==> src/fsrq_pkg.sv <==
// Shared types and constants for the fair share run queue.
package fsrq_pkg;

  localparam int unsigned NumSlots = 64;
  localparam int unsigned SlotW    = $clog2(NumSlots);
  localparam int unsigned VtW      = 48;
  localparam int unsigned TimeW    = 48;
  localparam int unsigned CntW     = $clog2(NumSlots + 1);
  localparam int unsigned GranW    = 32;
  localparam int unsigned StepW    = 16;
  localparam int unsigned CfgIdxW  = 1;

  localparam logic [CfgIdxW-1:0] CfgGranularity = 1'd0;
  localparam logic [CfgIdxW-1:0] CfgVtimeStep   = 1'd1;

  localparam logic [GranW-1:0] GranReset = 32'd2000;
  localparam logic [StepW-1:0] StepReset = 16'd100;

  typedef enum logic [2:0] {
    OpAdd    = 3'd0,
    OpRemove = 3'd1,
    OpWake   = 3'd2,
    OpStop   = 3'd3,
    OpTick   = 3'd4,
    OpSched  = 3'd5
  } op_e;

  typedef enum logic [1:0] {
    SlotReady   = 2'd0,
    SlotStopped = 2'd1,
    SlotRunning = 2'd2
  } slot_st_e;

  typedef enum logic [2:0] {
    StIdle,
    StRead,
    StScan,
    StDrain,
    StFinish,
    StOut
  } fsm_e;

  // One entry of the slot memory.
  typedef struct packed {
    logic [VtW-1:0] vtime;
    logic [1:0]     st;
    logic           stop_pend;
  } slot_entry_t;

endpackage

==> src/fsrq_if.sv <==
// Valid/ready channel interfaces for items and results.
interface fsrq_in_if;
  logic                                valid;
  logic                                ready;
  logic [2:0]                          operation;
  logic [fsrq_pkg::SlotW-1:0]          thread_id;
  logic [fsrq_pkg::TimeW-1:0]          now_us;
  modport source (output valid, operation, thread_id, now_us, input ready);
  modport sink   (input valid, operation, thread_id, now_us, output ready);
endinterface

interface fsrq_out_if;
  logic                                valid;
  logic                                ready;
  logic                                status;
  logic [fsrq_pkg::SlotW-1:0]          current_thread;
  logic                                switched;
  logic                                need_resched;
  logic [fsrq_pkg::CntW-1:0]           ready_count;
  modport source (output valid, status, current_thread, switched, need_resched, ready_count,
                  input ready);
  modport sink   (input valid, status, current_thread, switched, need_resched, ready_count,
                  output ready);
endinterface

==> src/fair_share_run_queue_unit.sv <==
// Fair share run queue: slot memory, least virtual time scan and result register.
// Flow: add, remove, wake, stop and a schedule with the reschedule flag clear go from the read
// state to the result state; tick and a schedule with the flag set first scan the slots,
// reading one slot entry per cycle through the single read port, then drain and finish.
// Throughput: one transaction at a time; the next is taken once the result is registered.
// Reset (rst_ni low, asynchronous) clears slot use bits, counters and flags; slot memory
// contents stay undefined until an add writes them.
module fair_share_run_queue_unit (
  input  logic                             clk_i,
  input  logic                             rst_ni,
  fsrq_in_if.sink                          in_ch,
  fsrq_out_if.source                       out_ch,
  input  logic                             cfg_we_i,
  input  logic [fsrq_pkg::CfgIdxW-1:0]     cfg_idx_i,
  input  logic [fsrq_pkg::GranW-1:0]       cfg_data_i
);

  localparam logic [fsrq_pkg::SlotW-1:0] LastSlot = fsrq_pkg::SlotW'(fsrq_pkg::NumSlots - 1);
  localparam logic [fsrq_pkg::VtW-1:0]   VtMax    = '1;

  fsrq_pkg::fsm_e state_q, state_d;

  logic [fsrq_pkg::GranW-1:0]    gran_q;
  logic [fsrq_pkg::StepW-1:0]    step_q;
  logic [fsrq_pkg::NumSlots-1:0] used_q, used_d;
  logic [fsrq_pkg::SlotW-1:0]    run_q, run_d;
  logic [fsrq_pkg::VtW-1:0]      idle_vt_q, idle_vt_d;
  logic                          resched_q, resched_d;
  logic [fsrq_pkg::TimeW-1:0]    last_sw_q, last_sw_d;
  logic [fsrq_pkg::CntW-1:0]     cnt_q, cnt_d;

  logic [2:0]                    op_q;
  logic [fsrq_pkg::SlotW-1:0]    tid_q;
  logic [fsrq_pkg::TimeW-1:0]    now_q;
  logic                          err_q, err_d;
  logic                          sw_q, sw_d;
  logic [fsrq_pkg::VtW-1:0]      cur_vt_q, cur_vt_d;

  logic [fsrq_pkg::SlotW-1:0]    scan_q, scan_d;
  logic                          pend_q, pend_d;
  logic [fsrq_pkg::SlotW-1:0]    pidx_q, pidx_d;
  logic                          found_q, found_d;
  logic [fsrq_pkg::SlotW-1:0]    best_q, best_d;
  logic [fsrq_pkg::VtW-1:0]      best_vt_q, best_vt_d;

  logic                          out_valid_q;
  logic                          load_out;

  fsrq_pkg::slot_entry_t         mem [fsrq_pkg::NumSlots];
  fsrq_pkg::slot_entry_t         rdata_q, wdata;
  logic [fsrq_pkg::SlotW-1:0]    raddr, waddr;
  logic                          we;

  logic                          in_acc;
  logic                          used_t;
  logic [fsrq_pkg::VtW:0]        vt_sum;
  logic [fsrq_pkg::VtW-1:0]      base_vt, sat_vt;
  logic [fsrq_pkg::TimeW-1:0]    delta;
  logic                          scan_ready;

  assign in_acc      = in_ch.valid && in_ch.ready;
  assign in_ch.ready = (state_q == fsrq_pkg::StIdle);
  assign load_out    = (state_q == fsrq_pkg::StOut) && (!out_valid_q || out_ch.ready);
  assign used_t      = (tid_q != '0) && used_q[tid_q];

  // Saturating charge of the running thread.
  assign base_vt = (run_q == '0) ? idle_vt_q : rdata_q.vtime;
  assign vt_sum  = {1'b0, base_vt} + {{(fsrq_pkg::VtW + 1 - fsrq_pkg::StepW){1'b0}}, step_q};
  assign sat_vt  = vt_sum[fsrq_pkg::VtW] ? VtMax : vt_sum[fsrq_pkg::VtW-1:0];

  assign delta      = now_q - last_sw_q;
  assign scan_ready = (pidx_q != '0) && used_q[pidx_q] &&
                      (rdata_q.st == fsrq_pkg::SlotReady);

  // Slot memory: one write and one registered read per cycle.
  always_ff @(posedge clk_i) begin
    if (we) begin
      mem[waddr] <= wdata;
    end
    rdata_q <= mem[raddr];
  end

  // Next state.
  always_comb begin
    state_d = state_q;
    case (state_q)
      fsrq_pkg::StIdle: begin
        if (in_acc) state_d = fsrq_pkg::StRead;
      end
      fsrq_pkg::StRead: begin
        if (op_q == fsrq_pkg::OpTick ||
            (op_q == fsrq_pkg::OpSched && resched_q)) begin
          state_d = fsrq_pkg::StScan;
        end else begin
          state_d = fsrq_pkg::StOut;
        end
      end
      fsrq_pkg::StScan: begin
        if (scan_q == LastSlot) state_d = fsrq_pkg::StDrain;
      end
      fsrq_pkg::StDrain:  state_d = fsrq_pkg::StFinish;
      fsrq_pkg::StFinish: state_d = fsrq_pkg::StOut;
      fsrq_pkg::StOut: begin
        if (load_out) state_d = fsrq_pkg::StIdle;
      end
      default: state_d = fsrq_pkg::StIdle;
    endcase
  end

  // Datapath and memory control per state.
  always_comb begin
    used_d    = used_q;
    run_d     = run_q;
    idle_vt_d = idle_vt_q;
    resched_d = resched_q;
    last_sw_d = last_sw_q;
    cnt_d     = cnt_q;
    err_d     = err_q;
    sw_d      = sw_q;
    cur_vt_d  = cur_vt_q;
    scan_d    = scan_q;
    pend_d    = 1'b0;
    pidx_d    = pidx_q;
    found_d   = found_q;
    best_d    = best_q;
    best_vt_d = best_vt_q;
    we        = 1'b0;
    waddr     = tid_q;
    wdata     = rdata_q;
    raddr     = scan_q;

    case (state_q)
      fsrq_pkg::StIdle: begin
        err_d = 1'b0;
        sw_d  = 1'b0;
        if (in_ch.operation == fsrq_pkg::OpTick || in_ch.operation == fsrq_pkg::OpSched) begin
          raddr = run_q;
        end else begin
          raddr = in_ch.thread_id;
        end
      end

      fsrq_pkg::StRead: begin
        scan_d  = fsrq_pkg::SlotW'(1);
        found_d = 1'b0;
        case (op_q)
          fsrq_pkg::OpAdd: begin
            if (tid_q == '0 || used_q[tid_q]) begin
              err_d = 1'b1;
            end else begin
              used_d[tid_q]   = 1'b1;
              we              = 1'b1;
              wdata.vtime     = '0;
              wdata.st        = fsrq_pkg::SlotReady;
              wdata.stop_pend = 1'b0;
              cnt_d           = cnt_q + fsrq_pkg::CntW'(1);
            end
          end
          fsrq_pkg::OpRemove: begin
            if (!used_t || rdata_q.st == fsrq_pkg::SlotRunning) begin
              err_d = 1'b1;
            end else begin
              used_d[tid_q] = 1'b0;
              if (rdata_q.st == fsrq_pkg::SlotReady) cnt_d = cnt_q - fsrq_pkg::CntW'(1);
            end
          end
          fsrq_pkg::OpWake: begin
            if (tid_q != '0) begin
              if (!used_t || rdata_q.st == fsrq_pkg::SlotReady) begin
                err_d = 1'b1;
              end else if (rdata_q.st == fsrq_pkg::SlotStopped) begin
                we              = 1'b1;
                wdata.st        = fsrq_pkg::SlotReady;
                wdata.stop_pend = 1'b0;
                cnt_d           = cnt_q + fsrq_pkg::CntW'(1);
              end
            end
          end
          fsrq_pkg::OpStop: begin
            if (!used_t) begin
              err_d = 1'b1;
            end else if (rdata_q.st == fsrq_pkg::SlotRunning) begin
              we              = 1'b1;
              wdata.stop_pend = 1'b1;
              resched_d       = 1'b1;
            end else if (rdata_q.st == fsrq_pkg::SlotReady) begin
              we       = 1'b1;
              wdata.st = fsrq_pkg::SlotStopped;
              cnt_d    = cnt_q - fsrq_pkg::CntW'(1);
            end
          end
          fsrq_pkg::OpTick: begin
            cur_vt_d = sat_vt;
            if (run_q == '0) begin
              idle_vt_d = sat_vt;
            end else begin
              we          = 1'b1;
              waddr       = run_q;
              wdata.vtime = sat_vt;
            end
          end
          fsrq_pkg::OpSched: begin
            if (resched_q) begin
              resched_d = 1'b0;
              if (run_q != '0) begin
                we    = 1'b1;
                waddr = run_q;
                if (rdata_q.stop_pend) begin
                  wdata.st        = fsrq_pkg::SlotStopped;
                  wdata.stop_pend = 1'b0;
                end else begin
                  wdata.st = fsrq_pkg::SlotReady;
                  cnt_d    = cnt_q + fsrq_pkg::CntW'(1);
                end
              end
            end
          end
          default: err_d = 1'b1;
        endcase
      end

      fsrq_pkg::StScan, fsrq_pkg::StDrain: begin
        // Compare the entry returned for the previous address, then, while scanning, issue the next one.
        if (pend_q && scan_ready && (!found_q || rdata_q.vtime < best_vt_q)) begin
          found_d   = 1'b1;
          best_d    = pidx_q;
          best_vt_d = rdata_q.vtime;
        end
        if (state_q == fsrq_pkg::StScan) begin
          raddr  = scan_q;
          pend_d = 1'b1;
          pidx_d = scan_q;
          scan_d = scan_q + fsrq_pkg::SlotW'(1);
        end
      end

      fsrq_pkg::StFinish: begin
        if (op_q == fsrq_pkg::OpTick) begin
          if (found_q && (delta >= fsrq_pkg::TimeW'(gran_q)) &&
              (run_q == '0 || best_vt_q <= cur_vt_q)) begin
            resched_d = 1'b1;
          end
        end else begin
          run_d = found_q ? best_q : '0;
          if (found_q) begin
            we              = 1'b1;
            waddr           = best_q;
            wdata.vtime     = best_vt_q;
            wdata.st        = fsrq_pkg::SlotRunning;
            wdata.stop_pend = 1'b0;
            cnt_d           = cnt_q - fsrq_pkg::CntW'(1);
          end
          if (run_d != run_q) begin
            last_sw_d = now_q;
            sw_d      = 1'b1;
          end
        end
      end

      default: ;
    endcase
  end

  // Control state and configuration registers.
  always_ff @(posedge clk_i or negedge rst_ni) begin
    if (!rst_ni) begin
      state_q     <= fsrq_pkg::StIdle;
      gran_q      <= fsrq_pkg::GranReset;
      step_q      <= fsrq_pkg::StepReset;
      used_q      <= '0;
      run_q       <= '0;
      idle_vt_q   <= '0;
      resched_q   <= 1'b0;
      last_sw_q   <= '0;
      cnt_q       <= '0;
      pend_q      <= 1'b0;
      out_valid_q <= 1'b0;
    end else begin
      state_q   <= state_d;
      used_q    <= used_d;
      run_q     <= run_d;
      idle_vt_q <= idle_vt_d;
      resched_q <= resched_d;
      last_sw_q <= last_sw_d;
      cnt_q     <= cnt_d;
      pend_q    <= pend_d;
      if (cfg_we_i) begin
        case (cfg_idx_i)
          fsrq_pkg::CfgGranularity: gran_q <= cfg_data_i;
          fsrq_pkg::CfgVtimeStep:   step_q <= cfg_data_i[fsrq_pkg::StepW-1:0];
          default: ;
        endcase
      end
      if (load_out) begin
        out_valid_q <= 1'b1;
      end else if (out_ch.ready) begin
        out_valid_q <= 1'b0;
      end
    end
  end

  // Transaction and scan payload registers.
  always_ff @(posedge clk_i) begin
    if (in_acc) begin
      op_q  <= in_ch.operation;
      tid_q <= in_ch.thread_id;
      now_q <= in_ch.now_us;
    end
    err_q     <= err_d;
    sw_q      <= sw_d;
    cur_vt_q  <= cur_vt_d;
    scan_q    <= scan_d;
    pidx_q    <= pidx_d;
    found_q   <= found_d;
    best_q    <= best_d;
    best_vt_q <= best_vt_d;
    if (load_out) begin
      out_ch.status         <= err_q;
      out_ch.current_thread <= run_q;
      out_ch.switched       <= sw_q;
      out_ch.need_resched   <= resched_q;
      out_ch.ready_count    <= cnt_q;
    end
  end

  assign out_ch.valid = out_valid_q;

endmodule

==> src/flat_wrapper.sv <==
// flat-port wrapper written by rule: the top's interface ports become plain ports
module fair_share_run_queue_unit_flat 
  (clk_i, rst_ni, cfg_we_i, cfg_idx_i, cfg_data_i, in_ch_valid, in_ch_operation, in_ch_thread_id, in_ch_now_us, in_ch_ready, out_ch_valid, out_ch_status, out_ch_current_thread, out_ch_switched, out_ch_need_resched, out_ch_ready_count, out_ch_ready);
  fsrq_in_if in_ch_i ();
  fsrq_out_if out_ch_i ();
  input  logic clk_i;
  input  logic rst_ni;
  input  logic cfg_we_i;
  input  logic [fsrq_pkg::CfgIdxW-1:0] cfg_idx_i;
  input  logic [fsrq_pkg::GranW-1:0] cfg_data_i;
  input wire logic [$bits(in_ch_i.valid)-1:0] in_ch_valid;
  input wire logic [$bits(in_ch_i.operation)-1:0] in_ch_operation;
  input wire logic [$bits(in_ch_i.thread_id)-1:0] in_ch_thread_id;
  input wire logic [$bits(in_ch_i.now_us)-1:0] in_ch_now_us;
  output wire logic [$bits(in_ch_i.ready)-1:0] in_ch_ready;
  output wire logic [$bits(out_ch_i.valid)-1:0] out_ch_valid;
  output wire logic [$bits(out_ch_i.status)-1:0] out_ch_status;
  output wire logic [$bits(out_ch_i.current_thread)-1:0] out_ch_current_thread;
  output wire logic [$bits(out_ch_i.switched)-1:0] out_ch_switched;
  output wire logic [$bits(out_ch_i.need_resched)-1:0] out_ch_need_resched;
  output wire logic [$bits(out_ch_i.ready_count)-1:0] out_ch_ready_count;
  input wire logic [$bits(out_ch_i.ready)-1:0] out_ch_ready;
  assign in_ch_i.valid = in_ch_valid;
  assign in_ch_i.operation = in_ch_operation;
  assign in_ch_i.thread_id = in_ch_thread_id;
  assign in_ch_i.now_us = in_ch_now_us;
  assign in_ch_ready = in_ch_i.ready;
  assign out_ch_valid = out_ch_i.valid;
  assign out_ch_status = out_ch_i.status;
  assign out_ch_current_thread = out_ch_i.current_thread;
  assign out_ch_switched = out_ch_i.switched;
  assign out_ch_need_resched = out_ch_i.need_resched;
  assign out_ch_ready_count = out_ch_i.ready_count;
  assign out_ch_i.ready = out_ch_ready;
  fair_share_run_queue_unit u_core (.clk_i(clk_i), .rst_ni(rst_ni), .in_ch(in_ch_i), .out_ch(out_ch_i), .cfg_we_i(cfg_we_i), .cfg_idx_i(cfg_idx_i), .cfg_data_i(cfg_data_i));
endmodule
==> config.mk <==
export PLATFORM = sky130hd
export DESIGN_NAME = fair_share_run_queue_unit_flat
export DESIGN_NICKNAME = d
export VERILOG_FILES = /design/src/fsrq_pkg.sv /design/src/fsrq_if.sv /design/src/fair_share_run_queue_unit.sv /design/src/flat_wrapper.sv
export SDC_FILE = /design/constraint.sdc
export NUM_CORES = 2
export LEC_CHECK = 0
export BUFFER_PORTS_ARGS = -buffer_cell sky130_fd_sc_hd__buf_2
export CELL_PAD_IN_SITES_DETAIL_PLACEMENT = 0
export CELL_PAD_IN_SITES_GLOBAL_PLACEMENT = 1
export CORE_ASPECT_RATIO = 1.25
export CORE_MARGIN = 1
export CORE_UTILIZATION = 40
export CTS_CLUSTER_SIZE = 40
export DETAILED_ROUTE_END_ITERATION = 8
export PLACE_DENSITY_LB_ADDON = 0.1
export SYNTH_ARGS = -nofsm -noshare
export SYNTH_HDL_FRONTEND = slang
export SYNTH_SLANG_ARGS = --single-unit
==> constraint.sdc <==
create_clock -name clk_i -period 24 [get_ports clk_i]
set_clock_uncertainty 0.2 [all_clocks]
set_input_delay 1.2 -clock clk_i [delete_from_list [all_inputs] [get_ports clk_i]]
set_output_delay 1.2 -clock clk_i [all_outputs]
set_load 0.005 [all_outputs]
==> impl_metrics.ini <==
[drt]
vias_per_cell = 5.81
remaining_drc_errors = 0
routedWlPerCell_um = 32.2
firstDrtPassIters = 6
wirelength_um = 448000
vias = 80800
antenna_left = 0
drt_iter0_markers = 7427

[setup_path]
critPathArrivalTime_ps = 7790
cp_top_family = compound AO/OA/AOI/OAI gates
setup.worst_path.end_class = register
crit_type = register to register
critPathMaxStageDelay_ps = 970
cp-startpoint = u_core.run_q[0]
reg2reg_slack_ps = 16500
worstSetupStartpointType = register
reg2regPathDepth = 16
r2r-end = u_core.mem[50][8]
reg2reg_from = u_core.run_q[0]
required_ps = 24290
crit_fanout = 64
crit_chain = nor4_1 > nand2_2 > buf_4 > nand2_1 > nand2_1 > ha_1 > a2111o_1 > a211oi_1 > nand4bb_1 > a2111oi_2 > buf_4 > nand2_2 > buf_4 > nand2_1 > a222oi_1 > inv_2
critical-path-slowest-cell = a222oi_1
path_buf_inv = 4

[die]
rows = 253
core_um2 = 380000
die-area_um2 = 383000
ios = 113
start_util_pct = 40.1
die_w_um = 554
die_h_um = 692

[hold_path]
hold_path_depth = 0
min_path_type = register to register

[yosys]
yosys-top-cells-area = edfxtp_1 (68%), mux4_2 (12%), dfrtp_1 (3.6%), a211oi_1 (1.9%), mux2i_1 (1.8%)
avgSynthCellArea_um2 = 18.4
synth_xor_area_share_pct = 0.431
synthSimpleGateAreaFrac_pct = 3.62
yosysMostFrequentCell = edfxtp_1
yosys.area.top_type = edfxtp_1
synth_top_family_by_area = multiplexers
muxShareOfSynthArea_pct = 14.4
synth_fa_ha_area_share_pct = 1.61
ys_types = 90
synth_top_cell_area_share_pct = 68.1
synth_nets = 8575
netlist_area_um2 = 152000
ys_async_sr_fraction_pct = 6.08
ys_warn_count = 0
synth_edf_count = 3454
yosysSeqAreaShare_pct = 72.5
ys_ff_latch = 3732
netlist_instances = 8285
synthFlopType = edfxtp_1
synth_compound_gate_area_share_pct = 5.64
synth_commonest_cells = edfxtp_1 (3,454), mux4_2 (835), a211oi_1 (385)

[timing]
maxSlewHeadroom_pct = 8.14
period_share_pct = 31.2
worst_slew_pin_slew_ps = 1380
fin_crit_ps = 7500
finalSetupViolations = 0
rsz0062_at_grt = no
finalHoldViolCount = 0
fmax_mhz = 133
finalMaxSlewViolations = 0
timing.setup.tns_ps = 0

[clock_tree]
clk_latency_ps = 990
cts_tree = done
cts_buffers = 381
clock_path_buffers = 4
cts_root_buffer = clkbuf_16
cts_resized = 0
cts_sinks = 3732
htreeDepth = 5
clkTransAtPathRegs_ps = 70

[pwr]
ir_drop_uv = 107
p_leak_nw = 56.9
report.power.total_mw = 23.9
p_per_area_nw_per_um2 = 139

[place]
placed_cell_area_um2 = 160000
place.port_buffers = 112
dp_hpwl_um = 246000
place.gp.congestion = 0.807

[layout]
syn_to_final_growth_pct = 13.4
fin_nets = 8879
design_area_um2 = 173000
finish.utilization_pct = 45.5
drive_above_1_share_pct = 22.0

[grt]
grt_pass1_vias = 83600
antenna_found_initial = 17
grt_remaining_overflow = 0
grt_max_degree = 101
grt_usage_pct = 23.1
grt_pass1_wl_um = 633000

[status]
outcome = complete, no violations

[flow_run]
max-cap-violations = 0
flip-flops by register name, indices dropped and copies added (netlist names), 3 cells and up, named ones only:
signal,flops
u_core.cur_vt_q,48
u_core.step_q,16
u_core.mem,3264
u_core.out_ch.ready_count,7
u_core.scan_q,6
u_core.idle_vt_q,48
u_core.cnt_q,7
u_core.best_q,6
u_core.last_sw_q,48
u_core.best_vt_q,48
u_core.pidx_q,6
u_core.op_q,3
u_core.rdata_q,51
u_core.run_q,6
u_core.state_q,3
u_core.tid_q,6
u_core.now_q,48
u_core.out_ch.current_thread,6
u_core.gran_q,32
layout make-up:
type | count | area (um2)
diodes | 11 | 27.5
clock buffers | 490 | 10200
clock inverters | 213 | 2260
fillers | 32200 | 207000
inverters | 241 | 905
multi-input cells | 3855 | 40000
flip-flops and latches | 3732 | 110000
well taps | 4972 | 6220
repair buffers | 378 | 2730
worst max path at each step:
stage	to	slack (ps)	cells after the start
after global routing	u_core.mem[32][8]	16240	16
after detailed placement	u_core.rdata_q[30]	15890	15
after floorplan	u_core.mem[0][38]	13920	21
after global placement	u_core.rdata_q[30]	15790	15
final	u_core.mem[50][8]	16500	16
after CTS	u_core.mem[56][9]	16590	16
layer usage:
layer / track usage, % / wire length, um / vias up
met3: 2.45 / 20300 / 513
met1: 31.5 / 192000 / 43800
li1: - / - / 34300
met4: 4.94 / 9640 / 0
met2: 40.1 / 226000 / 2163
met5: 0 / 0 / -
where the power goes:
| group | total [mW] | switching, mW | internal, mW |
|---|---|---|---|
| Clock | 6.01 | 2.57 | 3.44 |
| Combinational | 8.62 | 5.65 | 2.96 |
| Sequential | 9.31 | 0.339 | 8.98 |
repair_timing:
action	4_1_cts	5_1_grt
endpoints found under the hold margin	52	0
setup buffers	0	0
hold buffers	1	0
setup endpoints to repair	0	0
worst reg2reg max path, stage by stage, from the launching register on:
cell,delay (ps)
dfrtp_1,480
nor4_1,610
nand2_2,400
buf_4,400
nand2_1,180
nand2_1,90
ha_1,370
a2111o_1,470
a211oi_1,450
nand4bb_1,410
a2111oi_2,130
buf_4,200
nand2_2,210
buf_4,520
nand2_1,190
a222oi_1,970
inv_2,730
metrics by stage:
stage / cells / setup slack (ps) / hold WS, ps
floorplan: 8285 / 13920 / 200
global placement: 13200 / 15790 / 187
detailed placement: 13200 / 15890 / 182
CTS: 13900 / 16590 / 98.7
global route: 13900 / 16240 / 142
finish: 13900 / 16500 / 195
placed cells by master (no fill, tap or decap), drive strengths merged, types with 29 or more instances in the layout:
master  instances
edfxtp       3454
nor3           38
clkbuf        490
mux2i         268
buf           377
nor2          231
nor2b         226
inv           248
a31oi          67
a21oi         351
nand4          55
dfxtp          51
nand3          87
o21ai         222
a211oi        386
xor2           33
dfrtp         218
bufinv         40
nand2         366
xnor2          42
nand2b         29
clkinv        147
ha            193
mux2           37
a21o           78
mux4          835
kinds of logic after synthesis:
| group | after synthesis |
|---|---|
| and+or+nand+nor | 1128 |
| AOI/OAI and AO/OA | 1317 |
| adders and majority gates | 195 |
| buffers and inverters | 698 |
| xor gates and xnor gates | 75 |
| muxes | 1140 |
| DFF | 3732 |
Note: power is estimated with default switching activity, not from simulation.
